### config.mk
export PLATFORM = sky130hd
export DESIGN_NAME = skgc_front
export DESIGN_NICKNAME = d
export VERILOG_FILES = /design/src/skgc_pkg.sv /design/src/skgc_front.sv
export SDC_FILE = /design/constraint.sdc
export NUM_CORES = 1
export LEC_CHECK = 0
export ABC_CLOCK_PERIOD_IN_PS = 10550
export BUFFER_PORTS_ARGS = -buffer_cell sky130_fd_sc_hd__buf_4
export CELL_PAD_IN_SITES_DETAIL_PLACEMENT = 0
export CELL_PAD_IN_SITES_GLOBAL_PLACEMENT = 1
export CORE_MARGIN = 4
export CORE_UTILIZATION = 46
export DETAILED_ROUTE_END_ITERATION = 8
export MAX_ROUTING_LAYER = met4
export PLACE_DENSITY = 0.94
export SYNTH_ARGS = -nofsm -noshare
export SYNTH_HDL_FRONTEND = slang
export SYNTH_SLANG_ARGS = --single-unit
export TNS_END_PERCENT = 1
### constraint.sdc
create_clock -name clk -period 10.55 [get_ports clk]
set_input_delay 1.5825 -clock clk [delete_from_list [all_inputs] [get_ports clk]]
set_output_delay 1.5825 -clock clk [all_outputs]
set_load 0.005 [all_outputs]
### src/skgc_pkg.sv
// shared types and constants for the soft-knee gain computer
// no dependencies
package skgc_pkg;

    localparam logic [12:0] RATIO_ONE = 13'd256;
    localparam logic [12:0] RATIO_MIN = 13'd26;
    localparam logic [12:0] RATIO_MAX = 13'd5120;

    localparam int QBITS  = 17;
    localparam int NW     = 56;
    localparam int DW     = 40;
    localparam int QDEPTH = 2;

    localparam logic [1:0] MODE_ZERO = 2'd0;
    localparam logic [1:0] MODE_LIN  = 2'd1;
    localparam logic [1:0] MODE_CK   = 2'd2;
    localparam logic [1:0] MODE_EK   = 2'd3;

    localparam logic [1:0] CFG_THRESHOLD = 2'd0;
    localparam logic [1:0] CFG_RATIO     = 2'd1;
    localparam logic [1:0] CFG_KNEE      = 2'd2;

    typedef struct packed {
        logic [1:0]         mode;
        logic signed [16:0] dm;
        logic [15:0]        w;
        logic signed [13:0] rm;
        logic [12:0]        rc;
        logic [13:0]        k;
    } entry_t;

    typedef struct packed {
        logic          vld;
        logic          neg;
        logic [NW-1:0] num;
        logic [DW-1:0] den;
    } div_req_t;

    typedef struct packed {
        logic             vld;
        logic             neg;
        logic             ovf;
        logic [QBITS-1:0] q;
    } div_res_t;

endpackage

### src/skgc_front.sv
// front end: configuration registers, request accept and curve region classify
// depends on skgc_pkg
module skgc_front
    import skgc_pkg::*;
(
    input  logic               clk,
    input  logic               rst_n,
    input  logic               cfg_valid,
    output logic               cfg_ready,
    input  logic [1:0]         cfg_index,
    input  logic [15:0]        cfg_data,
    input  logic               start,
    output logic               busy,
    input  logic signed [15:0] level_db,
    input  logic               queue_full,
    output logic               push,
    output entry_t             push_entry
);

    logic signed [15:0] thr_reg, thr_next;
    logic [12:0]        ratio_reg, ratio_next;
    logic [13:0]        knee_reg, knee_next;

    logic [12:0]        rc;
    logic signed [18:0] x2, t2, kx, ks2, ke2, u, v, dd;
    logic signed [16:0] dlin;
    logic               comp;
    logic [1:0]         mode;

    assign cfg_ready = 1'b1;
    assign busy      = queue_full;
    assign push      = start && !queue_full;

    always_comb
    begin
        thr_next   = thr_reg;
        ratio_next = ratio_reg;
        knee_next  = knee_reg;
        if (cfg_valid)
        begin
            case (cfg_index)
                CFG_THRESHOLD: thr_next   = cfg_data;
                CFG_RATIO:     ratio_next = cfg_data[12:0];
                CFG_KNEE:      knee_next  = cfg_data[13:0];
                default:       ;
            endcase
        end
    end

    always_ff @(posedge clk or negedge rst_n)
    begin
        if (!rst_n)
        begin
            thr_reg   <= -16'sd5120;
            ratio_reg <= 13'd1024;
            knee_reg  <= 14'd0;
        end
        else
        begin
            thr_reg   <= thr_next;
            ratio_reg <= ratio_next;
            knee_reg  <= knee_next;
        end
    end

    always_comb
    begin
        if (ratio_reg < RATIO_MIN)
            rc = RATIO_MIN;
        else if (ratio_reg > RATIO_MAX)
            rc = RATIO_MAX;
        else
            rc = ratio_reg;
        comp = rc >= RATIO_ONE;
        x2   = {{2{level_db[15]}}, level_db, 1'b0};
        t2   = {{2{thr_reg[15]}}, thr_reg, 1'b0};
        kx   = {5'b0, knee_reg};
        ks2  = t2 - kx;
        ke2  = t2 + kx;
        u    = x2 - ks2;
        v    = ke2 - x2;
        dd   = t2 - x2;
        dlin = {thr_reg[15], thr_reg} - {level_db[15], level_db};

        mode = MODE_ZERO;
        if (comp)
        begin
            if (x2 > ke2)
                mode = MODE_LIN;
            else if (x2 >= ks2 && knee_reg != 14'd0)
                mode = MODE_CK;
        end
        else
        begin
            if (x2 < ks2)
                mode = MODE_LIN;
            else if (x2 <= ke2 && knee_reg != 14'd0)
                mode = MODE_EK;
        end

        push_entry.mode = mode;
        push_entry.dm   = (mode == MODE_LIN) ? dlin : dd[16:0];
        push_entry.w    = comp ? u[15:0] : v[15:0];
        push_entry.rm   = signed'({1'b0, rc} - {1'b0, RATIO_ONE});
        push_entry.rc   = rc;
        push_entry.k    = knee_reg;
    end

endmodule

Word-level counts from Yosys, hierarchy flattened
Cells that the tools add are included.
W data, S select, Z words.
{"block": "word_totals", "regBits": 43, "input_bits": 39, "out_inout_bits": 79, "word_cells": 38}
{"block": "classes", "add_sub_neg": 7, "magnitude_cmp": 7, "n_eq_ne": 3, "n_mux": 9, "n_reduce_logical": 9}
{"op": "$sub A16 B16 Y16", "n": 2}
{"op": "$mux W13", "n": 2}
{"op": "$add A17 B15 Y18", "n": 1}
{"op": "$ge A17 B18 Y1", "n": 1}
{"op": "$gt A17 B18 Y1", "n": 1}
{"op": "$le A17 B18 Y1", "n": 1}
{"op": "$lt A17 B18 Y1", "n": 1}
{"op": "$sub A17 B15 Y18", "n": 1}
{"op": "$mux W17", "n": 1}
{"op": "$sub A16 B16 Y17", "n": 1}
{"op": "$sub A17 B17 Y17", "n": 1}
{"op": "$mux W16", "n": 1}
{"op": "$reduce_bool A14 Y1", "n": 1}
{"op": "$sub A13 B9 Y14 const B", "n": 1}
{"op": "$ge A13 B9 Y1 const B", "n": 1}
{"op": "$gt A13 B13 Y1 const B", "n": 1}
{"op": "$lt A13 B5 Y1 const B", "n": 1}
{"op": "$mux W2", "n": 5}
{"op": "$reduce_and A2 Y1", "n": 3}
{"op": "$eq A2 B1 Y1 const B", "n": 2}
{"op": "$logic_and A1 B1 Y1", "n": 3}
{"op": "$eq A2 B2 Y1 const B", "n": 1}
{"op": "$logic_not A2 Y1", "n": 1}
{"op": "$logic_not A1 Y1", "n": 1}

Logic depth before layout (Yosys ltp)
{"block": "logic_depth", "ltp_word": 8, "depth_mapped": 21, "depth_no_buf": 20}

Worst setup path after synthesis
Ideal clock, no wire load.
{"block": "synth_timing", "path_kind": "reg2out", "startpoint": "reg thr_reg[0]", "endpoint": "out push_entry[67] (netlist name)", "arrival_time_ns": 4.357, "required_ns": 8.968, "slack_ns": 4.610, "stages_incl_launch_ff": 22, "path_buffers": 1, "cell_sequence": "dfrtp_1 ha_1 inv_1 fa_1 o21bai_1 a21oi_1 o21ai_0 nand2_1 o41ai_1 o211ai_1 a21boi_0 xnor2_1 ha_1 a21o_1 a21o_1 a221oi_1 o31ai_1 xor2_1 a31oi_1 mux2i_4 buf_8 mux2_4"}
{"element": "start: declaration", "line_no": "skgc_front.sv:20", "source": "logic signed [15:0] thr_reg, thr_next;"}
{"element": "start signal: assignment", "line_no": "skgc_front.sv:54", "source": "thr_reg <= -16'sd5120;"}
{"element": "start signal: assignment", "line_no": "skgc_front.sv:60", "source": "thr_reg <= thr_next;"}
{"element": "end: declaration", "line_no": "skgc_front.sv:17", "source": "output entry_t push_entry"}

==> flow_summary.yaml <==
final_layout:
  area_delta_synth_final_pct: 17.3
  final_common_cell: "buf_4"
  largest_reg_flops: 16
  fin_nets: 968
  fill_cells: 1262
  drive_gt1_share_pct: 23.6
  final_cell_mix: "buf_4, ha_1, inv_1"
  fin_util_pct: 55.0
  diodes: 0
synth:
  yosys_warnings: 0
  synth_top_cell_by_area: "ha_1"
  ys_ff_latch: 43
  syn_area_sq_um: 6180
  netlist_top_cells_area: "ha_1, dfrtp_1, mux2_2, xnor2_1, inv_1"
  synthesis.nets: 875
  yosysTopAreaCellShare_pct: 18.6
  synth-async-reset-ratio_pct: 100
  syn_area_per_cell_sq_um: 8.35
  synthFlopType: "dfrtp_1"
  ys_types: 70
  yosysSeqAreaShare_pct: 17.5
  synth-edff-count: 0
  synthCells: 740
sta:
  relSlewSlack_pct: 41.0
  fin_setup_tns_ns: 0
  clock-skew-final_ns: 0
  tightest_slew_ns: 0.867
  hold_viol_final: 0
  rsz0062_at_grt: "false"
  setup_viol: 0
  fin_crit_ns: 7.26
  slew_viol_final: 0
  fin_worst_hold_slack_ns: 0.530
  post-route-period-util_pct: 68.8
  fmax_mhz: 138
grt:
  grt.total_usage_pct: 22.3
  grt_pass1_wl_microns: 26600
  overflow: 0
  antenna_found_initial: 0
  grt_pass1_vias: 5320
  grt_max_degree: 44
clock_tree:
  cts_setup_buffers: 0
  clock_sinks: 43
  cts_max_level: 2
  cts.clk_slew.worst_paths_ns: 0.06
  cts_root_buffer: "clkbuf_16"
  clk_latency_ns: 0.28
  ctsHoldBuffers: 0
  ctsResizeCount: 0
  clock_path_buffers: 2
  cts_buffers: 5
  cts_tree: "done"
route:
  wl_per_cell_microns: 16.3
  routed_wl_microns: 16400
  drtIter0Drc: 373
  vias: 5502
  antenna_left: 0
  drc: 0
  dr.pass1.iters: 5
  viasPerCell: 5.45
die:
  num_io_pins: 118
  core_area_sq_um: 13200
  start_util_pct: 46.9
  row_count: 42
  die_area_sq_um: 15400
  fp.dieH_microns: 124
  die_w_microns: 124
placed_design:
  gp_congestion: 0.943
  post-dp-hpwl_microns: 13900
  port_buffers: 116
critical_path:
  cp-end-kind: "primary output"
  critPathLaunchType: "flip-flop"
  path_cells: "ha_1 -> inv_1 -> fa_1 -> o21bai_1 -> a21oi_1 -> o21ai_0 -> nand2_1 -> o41ai_1 -> o21ai_0 -> xnor2_1 -> ha_1 -> nand4_1 -> nor4_1 -> a221oi_1 -> o31ai_1 -> xor2_1 -> a31oi_1 -> mux2i_4 -> mux2_2 -> buf_4"
  slowest_delay_ns: 0.71
  regToRegSetupSlack_ns: 9.64
  worst-setup-path-type: "reg -> out"
  r2r_start: "thr_reg[13]"
  r2r_cells: 1
  critPathMaxFanout: 18
  arrival_ns: 5.68
  r2r_end: "thr_reg[13]"
  cp_slowest_cell: "mux2i_4"
  worstPathRequired_ns: 8.97
min_path:
  hold_end: "ratio_reg[0]"
  holdCritStartpoint: "ratio_reg[0]"
  worstHoldPathType: "reg -> reg"
  whs_path_depth: 1
power_and_ir_drop:
  p_per_area_nw_per_um2: 290
  leakage_nw: 3.59
  ir_drop_v: 0.000184
run:
  maxCapViolations: 0
status:
  status: "complete, no violations"
-- final cells by class --
type | count | area (sq um) | area share (%)
flip-flops and latches | 43 | 1080 | 14.9
multi-input cells | 600 | 4680 | 64.6
clock inverters | 1 | 5.00 | 0.0690
well taps | 176 | 220 | 3.04
clock buffers | 7 | 133 | 1.83
inverters | 66 | 248 | 3.42
repair buffers | 117 | 878 | 12.1
-- layer usage --
metal | share of wire (%) | vias to the layer above | track usage, %
met2 | 46 | 149 | 36.3
met1 | 48 | 2550 | 31.2
met3 | 5.5 | 5 | 2.04
met5 | 0 | - | -
li1 | - | 2798 | -
met4 | 0.43 | 0 | 3.22
-- critical path: cells and delay by family (launching register included) --
| family | cells | cell delay (ns) |
|---|---|---|
| compound gates | 8 | 1.69 |
| xor+xnor | 2 | 0.38 |
| fa+ha+maj | 3 | 1.02 |
| buf+inv | 2 | 0.19 |
| flops | 1 | 0.42 |
| mux | 2 | 1.13 |
| simple gates | 3 | 0.58 |
-- cells in the mapped netlist (all sizes together), types with 5 or more instances --
library cell	n
and3	8
a31oi	13
o21ai	38
nand2b	9
and2	9
o21bai	5
or2	5
o31ai	5
clkbuf	15
o21a	7
xor2	24
a21oi	49
nor2b	14
ha	92
nor2	49
inv	66
buf	16
mux2i	11
nand3	11
mux2	52
nand4	8
nand2	45
nand3b	5
dfrtp	37
nor3	18
dfstp	6
a21o	22
a21boi	6
xnor2	43
-- stage by stage --
stage                     worst slack (ns)  power, mW  instance area [sq um]  cells
after floorplan                       4.61       1.41                   6180    740
after global placement                3.80       1.94                   7110   1002
after CTS                             3.31       2.11                   7250   1010
after global routing                  2.94       2.32                   7250   1010
after detailed placement              3.64       1.96                   7110   1002
final                                 3.29       2.10                   7250   1010
-- worst max-delay path by stage --
| stage | from | to | slack, ns | cells past startpoint |
|---|---|---|---|---|
| 3_3_place_gp | thr_reg[0] | push_entry[62] | 3.80 | 21 |
| 5_1_grt | thr_reg[0] | push_entry[62] | 2.94 | 20 |
| 4_1_cts | thr_reg[0] | push_entry[66] | 3.31 | 20 |
| 6_report | thr_reg[0] | push_entry[66] | 3.29 | 20 |
| 3_5_place_dp | thr_reg[0] | push_entry[66] | 3.64 | 20 |
| 2_1_floorplan | thr_reg[0] | push_entry[67] | 4.61 | 21 |
-- where the power goes --
group | internal [mW] | switching, mW
registers | 0.200 | 0.0453
clock network | 0.0874 | 0.0576
logic | 0.841 | 0.870
total | 1.13 | 0.973
-- cells by family (layout without fill, tap and decap cells) --
logic type,count (synthesis),count (layout),share of synthesized area (%)
mux,63,63,11.6
simple gates,197,197,16.3
fa+ha+maj,96,96,19.9
flops,43,43,17.5
xor+xnor,67,67,9.49
buf+inv,97,191,6.80
compound gates,176,176,18.3
other cells,1,1,0.0607
Note: power is estimated with default switching activity, not from simulation.
