File: src/skgc_pkg.sv
// shared types and constants for the soft-knee gain computer
// no dependencies
package skgc_pkg;

    localparam logic [12:0] RATIO_ONE = 13'd256;
    localparam logic [12:0] RATIO_MIN = 13'd26;
    localparam logic [12:0] RATIO_MAX = 13'd5120;

    localparam int QBITS  = 17;
    localparam int NW     = 56;
    localparam int DW     = 40;
    localparam int QDEPTH = 2;

    localparam logic [1:0] MODE_ZERO = 2'd0;
    localparam logic [1:0] MODE_LIN  = 2'd1;
    localparam logic [1:0] MODE_CK   = 2'd2;
    localparam logic [1:0] MODE_EK   = 2'd3;

    localparam logic [1:0] CFG_THRESHOLD = 2'd0;
    localparam logic [1:0] CFG_RATIO     = 2'd1;
    localparam logic [1:0] CFG_KNEE      = 2'd2;

    typedef struct packed {
        logic [1:0]         mode;
        logic signed [16:0] dm;
        logic [15:0]        w;
        logic signed [13:0] rm;
        logic [12:0]        rc;
        logic [13:0]        k;
    } entry_t;

    typedef struct packed {
        logic          vld;
        logic          neg;
        logic [NW-1:0] num;
        logic [DW-1:0] den;
    } div_req_t;

    typedef struct packed {
        logic             vld;
        logic             neg;
        logic             ovf;
        logic [QBITS-1:0] q;
    } div_res_t;

endpackage

File: src/skgc_queue.sv
// two-entry request queue between front and back end
// depends on skgc_pkg
module skgc_queue
    import skgc_pkg::*;
(
    input  logic   clk,
    input  logic   rst_n,
    input  logic   push,
    input  entry_t push_entry,
    output logic   full,
    output logic   pop_valid,
    output entry_t pop_entry
);

    entry_t     mem_reg [QDEPTH];
    logic       wr_ptr_reg, wr_ptr_next;
    logic       rd_ptr_reg, rd_ptr_next;
    logic [1:0] count_reg, count_next;

    assign full      = count_reg == 2'(QDEPTH);
    assign pop_valid = count_reg != 2'd0;
    assign pop_entry = mem_reg[rd_ptr_reg];

    always_comb
    begin
        wr_ptr_next = push ? wr_ptr_reg + 1'b1 : wr_ptr_reg;
        rd_ptr_next = pop_valid ? rd_ptr_reg + 1'b1 : rd_ptr_reg;
        count_next  = count_reg + 2'(push) - 2'(pop_valid);
    end

    always_ff @(posedge clk)
    begin
        if (push)
            mem_reg[wr_ptr_reg] <= push_entry;
    end

    always_ff @(posedge clk or negedge rst_n)
    begin
        if (!rst_n)
        begin
            wr_ptr_reg <= 1'b0;
            rd_ptr_reg <= 1'b0;
            count_reg  <= 2'd0;
        end
        else
        begin
            wr_ptr_reg <= wr_ptr_next;
            rd_ptr_reg <= rd_ptr_next;
            count_reg  <= count_next;
        end
    end

endmodule

File: config.mk
export PLATFORM = sky130hd
export DESIGN_NAME = skgc_queue
export DESIGN_NICKNAME = d
export VERILOG_FILES = /design/src/skgc_pkg.sv /design/src/skgc_queue.sv
export SDC_FILE = /design/constraint.sdc
export NUM_CORES = 1
export LEC_CHECK = 0
export ABC_AREA = 1
export BUFFER_PORTS_ARGS = -buffer_cell sky130_fd_sc_hd__clkbuf_2
export CORE_ASPECT_RATIO = 0.8
export CORE_MARGIN = 10
export CORE_UTILIZATION = 30
export CTS_CLUSTER_DIAMETER = 80
export CTS_CLUSTER_SIZE = 12
export DETAILED_ROUTE_END_ITERATION = 16
export PLACE_DENSITY = 0.48
export SLEW_MARGIN = 20
export SYNTH_ARGS = -nofsm -noshare
export SYNTH_HDL_FRONTEND = slang
export SYNTH_SLANG_ARGS = --single-unit
File: constraint.sdc
create_clock -name clk -period 9.9 [get_ports clk]
set_input_delay 0.495 -clock clk [delete_from_list [all_inputs] [get_ports clk]]
set_output_delay 0.495 -clock clk [all_outputs]
set_load 0.05 [all_outputs]
## Yosys cells after proc, flatten, opt, wreduce, memory -nomap -nowiden

Memory sizes are Yosys's and may differ from the RTL's.
Cells that the tools add are included.

| word-level totals | value |
|---|---|
| register bits after elaboration | 4 |
| latch bits | 0 |
| RAM bits | 152 |
| memory bits (read-only) | 0 |
| memories | 1 |

Memory list:

| memory | depth | bits a word | read ports | clocked after Yosys merged registers in | wr ports | RTL line | text |
|---|---|---|---|---|---|---|---|
| mem_reg | 2 | 76 | 1 | 0 | 1 | skgc_queue.sv:15 | `entry_t mem_reg [QDEPTH];` |

| operators by class | value |
|---|---|
| add/sub/neg operators | 4 |
| $mul | 0 |
| div/mod/pow operators | 0 |
| order comparisons | 0 |
| equality and inequality tests | 1 |
| shift operators | 0 |
| multiplexer cells | 2 |
| bitwise logic cells | 0 |
| reduce and logical (&&, ||, !) cells | 1 |

Operators with widths:

| operator | count |
|---|---|
| 1-bit adder (second input constant) | 2 |
| 2-bit by 1-bit adder with 2-bit output | 1 |
| 2-bit == test (second input constant) | 1 |
| 1-bit 2-to-1 mux | 2 |
| 2-bit nonzero test | 1 |
| 2-bit by 1-bit subtractor with 2-bit output | 1 |

## Longest topological paths before layout

Gate-level depths: netlist of run 1.

| logic depth | value |
|---|---|
| depth in word-level cells | 2 |
| mapped depth | 6 |
| depth with buffers taken out | 5 |

## Worst setup path after synthesis of run 1

Ideal clock, no wire load.

| path | value |
|---|---|
| path kind | input -> register |
| from | input port push |
| to | memory mem_reg[0][0] in the netlist's numbering, enable pin |
| library setup time | 0.513 ns |
| data arrival time | 3.720 ns |
| required time | 9.387 ns |
| setup slack | 5.668 ns |
| stages on the path | 2 |
| buffers on the path | 0 |
| path through | inv_1 > nor2_1 |

| on the way | value |
|---|---|
| longest elaborated chain between the ends | 2 |

RTL lines:

| item | RTL line | text |
|---|---|---|
| start, declared | skgc_queue.sv:8 | `input logic push,` |
| 1-bit 2-to-1 mux | skgc_queue.sv:33 | `if (push)` |
| 1-bit 2-to-1 mux (not written as such) | skgc_queue.sv:34 | `mem_reg[wr_ptr_reg] <= push_entry;` |
| end, declared | skgc_queue.sv:15 |  |

Every way passes these cells.

==> reports/metrics.yaml, run 1 <==
status:
  result_of_the_run: "complete, no violations"
place:
  buffer_ports.inserted: 156
  place_hpwl_um: 8756
  gp_congestion: 0.7068
  pre_cts_slack_ps: 7350
  placedCellCount: 821
timing:
  rsz0062_at_grt: "no"
  drv_slew: 0
  share_of_the_cycle_needed_by_the_critical_path_after_routing_pct: 29.15
  setup_viol: 0
  slew_headroom_pct: 40.23
  layout_skew_ps: 5.773
  worst_pin_slew_ps: 896.5
  finalWorstPathRequiredPeriod_ps: 2886
  hold_viol: 0
  postLayoutSetupSlackWorst_ps: 7014
  fin_setup_tns_ps: 0
  timing.fmax_ghz: 0.3465
  worst_hold_slack_ps: 266.0
clocking:
  tritoncts_clock_tree: "done"
  post-cts-setup-buffer-count: 0
  cts_hold_repair.buffers: 1
  tritoncts.num_buffers: 17
  cts_sinks: 156
  count_of_h_tree_levels_built_during_cts: 4
  cts.path.max_buffers: 2
  worst_setup_hold_path_clk_slew_ps: 60
  insertion_delay_ps: 420
  cts_resized: 0
  clock_tree.root_cell: "sky130_fd_sc_hd__clkbuf_16"
global_route:
  global_route.overflow_total: 0
  antenna_found_initial: 0
  maximum_number_of_pins_on_one_net_before_global_route_repair: 78
  grt_pass1_wl_um: 20470
  first_global_vias: 3599
  global_route.usage.total_pct: 10.70
route:
  firstDrtPassIters: 4
  avgViaCountPerCell: 4.104
  dr.first_iter.drc_count: 159
  drt-wirelength-per-cell_um: 15.64
  post-route-drc-count: 0
  route.vias.total: 3505
  antenna_violating_nets_post_route: 0
  totalWireLength_um: 13360
yosys:
  synth_cell_area_mm2: 0.005730
  synthMostInstantiatedCell: "sky130_fd_sc_hd__nand2_1"
  synth_area_leader_cell: "sky130_fd_sc_hd__edfxtp_1"
  post_synth_num_cell_types: 13
  postSynthCellCount: 420
  ys.flop_type: "sky130_fd_sc_hd__edfxtp_1"
  synth.yosys.seq_area_share_pct: 81.40
  synth.ff_latch_count: 156
  edff_count_synth: 152
  synth_commonest_cells: "sky130_fd_sc_hd__nand2_1, sky130_fd_sc_hd__edfxtp_1, sky130_fd_sc_hd__buf_2"
  postSynthAreaPerCell_um2: 13.64
  synth_fp_nets: 500
  ys_async_sr_fraction_pct: 2.564
  synth.top_cells.by_area: "sky130_fd_sc_hd__edfxtp_1, sky130_fd_sc_hd__nand2_1, sky130_fd_sc_hd__dfrtp_1, sky130_fd_sc_hd__buf_2, sky130_fd_sc_hd__buf_6"
  yosys_warnings: 0
  share_of_the_synthesized_area_in_the_top_cell_type_pct: 79.65
worst_setup_path:
  cp_common_cell: "sky130_fd_sc_hd__nand2_1"
  cp_class: "flop to output port"
  cp_data_arrival_time_ps: 2390
  crit_chain: "inv_2, buf_4, nand2_1, nand2_1, clkbuf_2"
  worstPathMaxFanout: 40
  crit_path_max_cell_delay_ps: 500
  timing.critical_path.to_type: "output port"
  critical_path.slowest_cell: "sky130_fd_sc_hd__inv_2"
  critPathTopFamily: "buffers and inverters"
  cp_data_required_time_ps: 9410
  worstPathBufferInverterCount: 3
  critical_path.startpoint_type: "flop"
power_and_ir_drop:
  p_leak_nw: 3.171
  power_per_cell_area_mw_per_mm2: 285.1
  max-vdd-ir-drop_uv: 122.9
finish:
  largest_reg_flops: 152
  antennaDiodeCount: 0
  fill_cells: 1818
  area_delta_synth_final_pct: 28.45
  final_net_count: 663
  final_core_util_pct: 39.02
  drive_gt1_share_pct: 32.55
  final-instance-count-excl-fill: 854
die:
  starting_density_of_the_core_pct: 30.38
  floorplan.die_area_mm2: 0.02506
  boundaryPins: 157
  die_w_um: 174.5
  core-area_mm2: 0.01886
  fp-row-count: 45
  fp.dieH_um: 143.6
flow_run:
  maxCapViolations: 0
worst_hold_path:
  hold_path.class: "input pin to flop"
metrics by stage:
stage,power [mW],instance area (um^2)
floorplan,1.322,5731
global placement,1.469,6754
detailed placement,1.473,6754
CTS,2.140,7361
global route,2.202,7361
finish,2.099,7361
where the power goes:
part,internal [mW],leakage [nW],switching [mW]
Clock,0.398,0.289,0.258
Combinational,0.0956,1.41,0.447
Sequential,0.872,1.47,0.0276
cell type report:
cell class                 instances  area (um^2)  share of cell area (%)
clock buffer                      18        429.2                   5.830
tap                              258        322.8                   4.386
timing repair buffer             161        820.8                   11.15
clock inverter                    14        167.7                   2.278
sequential                       156         4666                   63.39
inverter                           5        20.02                  0.2720
multi-input combinational        242        934.6                   12.70
cells in the final DEF, fill, tap and decap left out, drive strengths merged:
cell           n
dfrtp          4
nand3b         1
nand2        234
buf            4
clkinvlp       2
bufinv         3
nor2           4
clkbuf       174
xor2           1
o21ai          1
dlygate4sd3    1
clkinv         6
ha             1
inv            8
edfxtp       152
cell families after synthesis:
family          share of synthesized area [%]
buf+inv                                 2.423
simple gates                            15.72
fa+ha+maj                              0.2183
compound gates                        0.08725
flops                                   81.40
xor+xnor                               0.1529
per-layer routing:
metal	up-vias	global-route usage [%]	routed length, um
met3	12	4.798	990
met2	106	15.95	6014
met4	0	3.740	147
li1	1743	-	-
met1	1644	13.53	6204
met5	-	0	0
final timing paths:
| kind | from | to | slack (ps) | depth (start not counted) |
|---|---|---|---|---|
| worst max-delay path | rd_ptr_reg | pop_entry[15] | 7010 | 5 |
| worst min-delay path | push_entry[51] | mem_reg[1][51] | 270 | 1 |
| worst max register to register | wr_ptr_reg | mem_reg[0][1] | 7750 | 2 |
| worst min register to register | wr_ptr_reg | wr_ptr_reg | 550 | 1 |
| max in group asynchronous | rst_n | rd_ptr_reg | 9310 | 2 |
| min in group asynchronous | rst_n | count_reg[0] | 450 | 2 |
No activity file was read; power rests on OpenSTA's default activity.
==> inputs of run 2 (changes only) <==
Settings changed: ABC_AREA 1 to 0.
Clock period 9.9 ns to 2.75 ns, I/O delays scaled along.
==> reports/metrics.yaml, run 2 <==
yosys:
  synth_commonest_cells: "sky130_fd_sc_hd__edfxtp_1, sky130_fd_sc_hd__mux2_2, sky130_fd_sc_hd__mux2_4"
  postSynthCellCount: 251
  ys_async_sr_fraction_pct: 2.564
  postSynthAreaPerCell_um2: 23.08
  synthMostInstantiatedCell: "sky130_fd_sc_hd__edfxtp_1"
  yosys_warnings: 0
  synth.ff_latch_count: 156
  synth_area_leader_cell: "sky130_fd_sc_hd__edfxtp_1"
  synth.yosys.seq_area_share_pct: 80.50
  ys.flop_type: "sky130_fd_sc_hd__edfxtp_1"
  synth_fp_nets: 331
  share_of_the_synthesized_area_in_the_top_cell_type_pct: 78.77
  synth_cell_area_mm2: 0.005794
  edff_count_synth: 152
  post_synth_num_cell_types: 14
  synth.top_cells.by_area: "sky130_fd_sc_hd__edfxtp_1, sky130_fd_sc_hd__mux2_2, sky130_fd_sc_hd__mux2_4, sky130_fd_sc_hd__dfrtp_1, sky130_fd_sc_hd__buf_8"
global_route:
  maximum_number_of_pins_on_one_net_before_global_route_repair: 46
  global_route.overflow_total: 0
  antenna_found_initial: 0
  grt_pass1_wl_um: 19800
  global_route.usage.total_pct: 10.41
  first_global_vias: 3603
finish:
  final_area_mm2: 0.008257
  drive_gt1_share_pct: 52.14
  antennaDiodeCount: 0
  area_of_the_multi_input_gates_mm2: 0.001052
  mostFrequentLayoutCell: "sky130_fd_sc_hd__clkbuf_2"
  final_net_count: 581
  area_delta_synth_final_pct: 42.50
  highest_count_cells_in_the_layout_ignoring_fill_and_taps: "sky130_fd_sc_hd__clkbuf_2, sky130_fd_sc_hd__edfxtp_1, sky130_fd_sc_hd__dlygate4sd3_1, sky130_fd_sc_hd__mux2_2, sky130_fd_sc_hd__mux2_4"
  regArea_mm2: 0.004668
  fill_cells: 1716
  largest_reg_flops: 152
worst_setup_path:
  cp_data_required_time_ps: 2610
  cp_data_arrival_time_ps: 2220
  timing.critical_path.to_type: "output port"
  reg2reg_slack_ps: 1270
  cp_class: "flop to output port"
  critical_path.startpoint_type: "flop"
  worstPathMaxFanout: 34
die:
  fp.dieH_um: 144.3
  die_w_um: 175.4
  starting_density_of_the_core_pct: 30.54
  floorplan.die_area_mm2: 0.02531
  boundaryPins: 157
  fp-row-count: 45
  core-area_mm2: 0.01897
timing:
  layout_skew_ps: 5.407
  hold_viol: 0
  drv_slew: 0
  fin_setup_tns_ps: 0
  timing.fmax_ghz: 0.4246
  setup_viol: 0
  slew_headroom_pct: 56.43
  finalWorstPathRequiredPeriod_ps: 2355
  worst_pin_slew_ps: 653.6
  rsz0062_at_grt: "no"
  worst_hold_slack_ps: 98.87
  share_of_the_cycle_needed_by_the_critical_path_after_routing_pct: 85.65
clocking:
  clock_tree.root_cell: "sky130_fd_sc_hd__clkbuf_16"
  cts.path.max_buffers: 2
  count_of_h_tree_levels_built_during_cts: 4
  insertion_delay_ps: 420
  tritoncts.num_buffers: 17
  cts_sinks: 156
  cts_resized: 0
  tritoncts_clock_tree: "done"
  worst_setup_hold_path_clk_slew_ps: 60
power_and_ir_drop:
  max-vdd-ir-drop_uv: 527.7
  clock_share_of_power_pct: 24.9
  power_switching_share_pct: 39.04
  power.total_mw: 9.296
  power.net_switching_mw: 3.629
  share_comb_of_total_power_pct: 39.1
  pwr-share-seq_pct: 36.1
  cell_internal_pwr_mw: 5.667
  power_per_cell_area_mw_per_mm2: 1126
  p_leak_nw: 3.236
route:
  drt-wirelength-per-cell_um: 16.57
  avgViaCountPerCell: 4.157
  totalWireLength_um: 12800
  firstDrtPassIters: 4
  route.vias.total: 3209
  antenna_violating_nets_post_route: 0
  post-route-drc-count: 0
  dr.first_iter.drc_count: 133
place:
  place_hpwl_um: 8497
  gp_congestion: 0.6944
  post_dp_cell_area_mm2: 0.006894
  buffer_ports.inserted: 156
worst_hold_path:
  hold_path.class: "input pin to async pin"
flow_run:
  maxCapViolations: 0
status:
  result_of_the_run: "complete, no violations"
-- run 2: path summary, 6_finish.rpt --
| kind | from | endpoint | cells after the start |
|---|---|---|---|
| max | rd_ptr_reg | pop_entry[75] | 3 |
| min | rst_n | count_reg[1] | 2 |
| max reg2reg | wr_ptr_reg | mem_reg[0][11] | 2 |
| min reg2reg | wr_ptr_reg | wr_ptr_reg | 1 |
| max in group asynchronous | rst_n | rd_ptr_reg | 2 |
| min in group clk | push_entry[3] | mem_reg[0][3] | 2 |
-- run 2: area by class of cell --
type | instances | area share [%]
Sequential cell | 156 | 56.54
Timing Repair Buffer | 240 | 19.76
Multi-Input combinational cell | 86 | 12.74
Clock buffer | 19 | 5.243
Tap cell | 258 | 3.910
Clock inverter | 13 | 1.803
-- run 2: per-layer routing --
metal | GRT usage, % | vias to the layer above | share of wire, %
met4 | 4.274 | 0 | 1.4
met2 | 15.63 | 118 | 44
li1 | - | 1495 | -
met3 | 5.081 | 15 | 8.2
met5 | 0 | - | 0
met1 | 12.58 | 1581 | 46
-- run 2: kinds of logic after synthesis --
logic type | after synthesis | synth area share (%)
fa+ha+maj | 1 | 0.2159
buf+inv | 9 | 1.511
mux | 76 | 16.71
flops | 156 | 80.50
xor+xnor | 3 | 0.4535
simple gates | 6 | 0.6047
-- run 2: power by group through the flow --
| stage | clock network, mW | registers, mW | logic, mW |
|---|---|---|---|
| after detailed placement | 0 | 3.42 | 3.61 |
| after floorplan | 0 | 3.28 | 2.97 |
| after global placement | 0 | 3.40 | 3.60 |
| after global routing | 2.49 | 3.41 | 3.83 |
| after CTS | 2.39 | 3.37 | 3.71 |
| final | 2.31 | 3.36 | 3.63 |
-- run 2: what timing repair did --
action,in CTS,in global routing
hold endpoints to repair,157,0
buffers inserted,0,0
hold buffers,78,0
-- run 2: critical path, stage by stage, from the launching register on --
cell,delay [ps]
sky130_fd_sc_hd__dfrtp_4,790
sky130_fd_sc_hd__buf_4,390
sky130_fd_sc_hd__mux2_2,380
sky130_fd_sc_hd__clkbuf_2,240
-- run 2: stage by stage --
step / std cells / setup WS [ps] / utilization, %
finish: 772 / 394.7 / 43.51
global route: 772 / 240.8 / 43.51
CTS: 772 / 305.2 / 43.51
detailed placement: 662 / 775.1 / 36.33
global placement: 662 / 797.9 / 36.33
floorplan: 251 / 108.3 / -
==> inputs of run 3 (changes only) <==
Settings changed: CTS_BUF_LIST set to sky130_fd_sc_hd__clkbuf_2 sky130_fd_sc_hd__clkbuf_4 sky130_fd_sc_hd__clkbuf_8, CTS_CLUSTER_DIAMETER 80 to 200, PLACE_DENSITY 0.48 to unset, PLACE_DENSITY_LB_ADDON set to 0.05.
==> reports/metrics.yaml, run 3 (same netlist as run 2, synthesis figures left out) <==
clocking:
  cts_resized: 0
  worst_setup_hold_path_clk_slew_ps: 90
  count_of_h_tree_levels_built_during_cts: 4
  clock_tree.root_cell: "sky130_fd_sc_hd__clkbuf_8"
  cts_sinks: 156
  cts.path.max_buffers: 2
  insertion_delay_ps: 430
  tritoncts.num_buffers: 17
  tritoncts_clock_tree: "done"
  post-cts-setup-buffer-count: 0
worst_setup_path:
  timing.critical_path.to_type: "output port"
  cp_class: "flop to output port"
  cp_data_required_time_ps: 2610
  worstPathMaxFanout: 22
  cp_data_arrival_time_ps: 2010
  critical_path.startpoint_type: "flop"
flow_run:
  maxCapViolations: 0
timing:
  finalWorstPathRequiredPeriod_ps: 2144
  postLayoutSetupSlackWorst_ps: 606.5
  rsz0062_at_grt: "no"
  layout_skew_ps: 11.66
  worst_hold_slack_ps: 84.12
  hold_viol: 0
  drv_slew: 0
  worst_pin_slew_ps: 629.4
  share_of_the_cycle_needed_by_the_critical_path_after_routing_pct: 77.95
  timing.fmax_ghz: 0.4665
  setup_viol: 0
  fin_setup_tns_ps: 0
  slew_headroom_pct: 58.04
finish:
  highest_count_cells_in_the_layout_ignoring_fill_and_taps: "sky130_fd_sc_hd__clkbuf_2, sky130_fd_sc_hd__edfxtp_1, sky130_fd_sc_hd__dlygate4sd3_1, sky130_fd_sc_hd__mux2_2, sky130_fd_sc_hd__mux2_4"
  final-instance-count-excl-fill: 772
  drive_gt1_share_pct: 53.02
  fill_cells: 1716
  largest_reg_flops: 152
  final_core_util_pct: 42.58
  mostFrequentLayoutCell: "sky130_fd_sc_hd__clkbuf_2"
  area_delta_synth_final_pct: 39.45
  final_area_mm2: 0.008080
  final_net_count: 580
power_and_ir_drop:
  p_leak_nw: 3.152
  power.total_mw: 8.755
  power_per_cell_area_mw_per_mm2: 1083
  max-vdd-ir-drop_uv: 649.7
global_route:
  global_route.overflow_total: 0
  maximum_number_of_pins_on_one_net_before_global_route_repair: 48
  grt_pass1_wl_um: 19920
  global_route.usage.total_pct: 10.41
  first_global_vias: 3579
  antenna_found_initial: 1
route:
  post-route-drc-count: 0
  firstDrtPassIters: 4
  drt-wirelength-per-cell_um: 16.84
  totalWireLength_um: 13000
  route.vias.total: 3094
  antenna_violating_nets_post_route: 0
  avgViaCountPerCell: 4.008
  dr.first_iter.drc_count: 169
place:
  place_hpwl_um: 8583
  gp_congestion: 0.6902
  post_dp_cell_area_mm2: 0.006887
  pre_cts_slack_ps: 1041
  placedCellCount: 661
  buffer_ports.inserted: 156
die:
  boundaryPins: 157
  fp-row-count: 45
  fp.dieH_um: 144.3
  die_w_um: 175.4
  starting_density_of_the_core_pct: 30.54
  core-area_mm2: 0.01897
  floorplan.die_area_mm2: 0.02531
worst_hold_path:
  hold_path.class: "input pin to async pin"
status:
  result_of_the_run: "complete, no violations"
==> run 3: cell types whose count changed in the layout (fill, tap and decap cells not counted), moves of 2 or more <==
cell,previous run,this run
sky130_fd_sc_hd__clkbuf_8,0,17
sky130_fd_sc_hd__clkbuf_16,17,0
sky130_fd_sc_hd__clkbuf_1,2,0
sky130_fd_sc_hd__clkinvlp_4,1,3
sky130_fd_sc_hd__clkinv_1,4,1
==> run 3: path summary, 6_finish.rpt <==
kind,from,endpoint,slack (ps),depth (start not counted)
worst min-delay path,rst_n,count_reg[0],80,2
worst max-delay path,rd_ptr_reg,pop_entry[73],610,3
min in group clk,push_entry[70],mem_reg[1][70],430,2
max in group asynchronous,rst_n,rd_ptr_reg,2490,2
worst max register to register,wr_ptr_reg,mem_reg[1][7],1120,2
worst min register to register,wr_ptr_reg,wr_ptr_reg,540,1
==> run 3: what timing repair did <==
action / in CTS / in global routing
hold buffers: 78 / 0
endpoints found under the setup margin: 0 / 0
hold endpoints to repair: 158 / 0
==> run 3: per-layer routing <==
metal / vias to the layer above / GRT usage (%) / share of wire [%]
li1: 1490 / - / -
met1: 1500 / 12.65 / 47
met2: 99 / 16.27 / 45
met3: 5 / 5.081 / 7.1
met4: 0 / 2.671 / 0.62
met5: - / 0 / 0
==> run 3: layout make-up <==
class                   count  area (um^2)  area share [%]
repair buffers            239         1624           20.10
multi-input cells          86         1052           13.02
flip-flops and latches    156         4668           57.77
clock buffers              18        241.5           2.989
clock inverters            14        168.9           2.090
well taps                 258        322.8           3.995
diodes                      1        2.502         0.03097
==> run 3: report_power, final <==
part | switching, mW | internal, mW | leakage (nW)
sequential | 0.126 | 3.14 | 1.47
combinational | 2.62 | 1.10 | 1.47
clock | 0.851 | 0.912 | 0.202
total | 3.60 | 5.16 | 3.15
==> run 3: critical path, stage by stage, from the launching register on <==
cell                       delay (ps)
sky130_fd_sc_hd__dfrtp_4          530
sky130_fd_sc_hd__buf_4            400
sky130_fd_sc_hd__mux2_2           400
sky130_fd_sc_hd__clkbuf_2         240
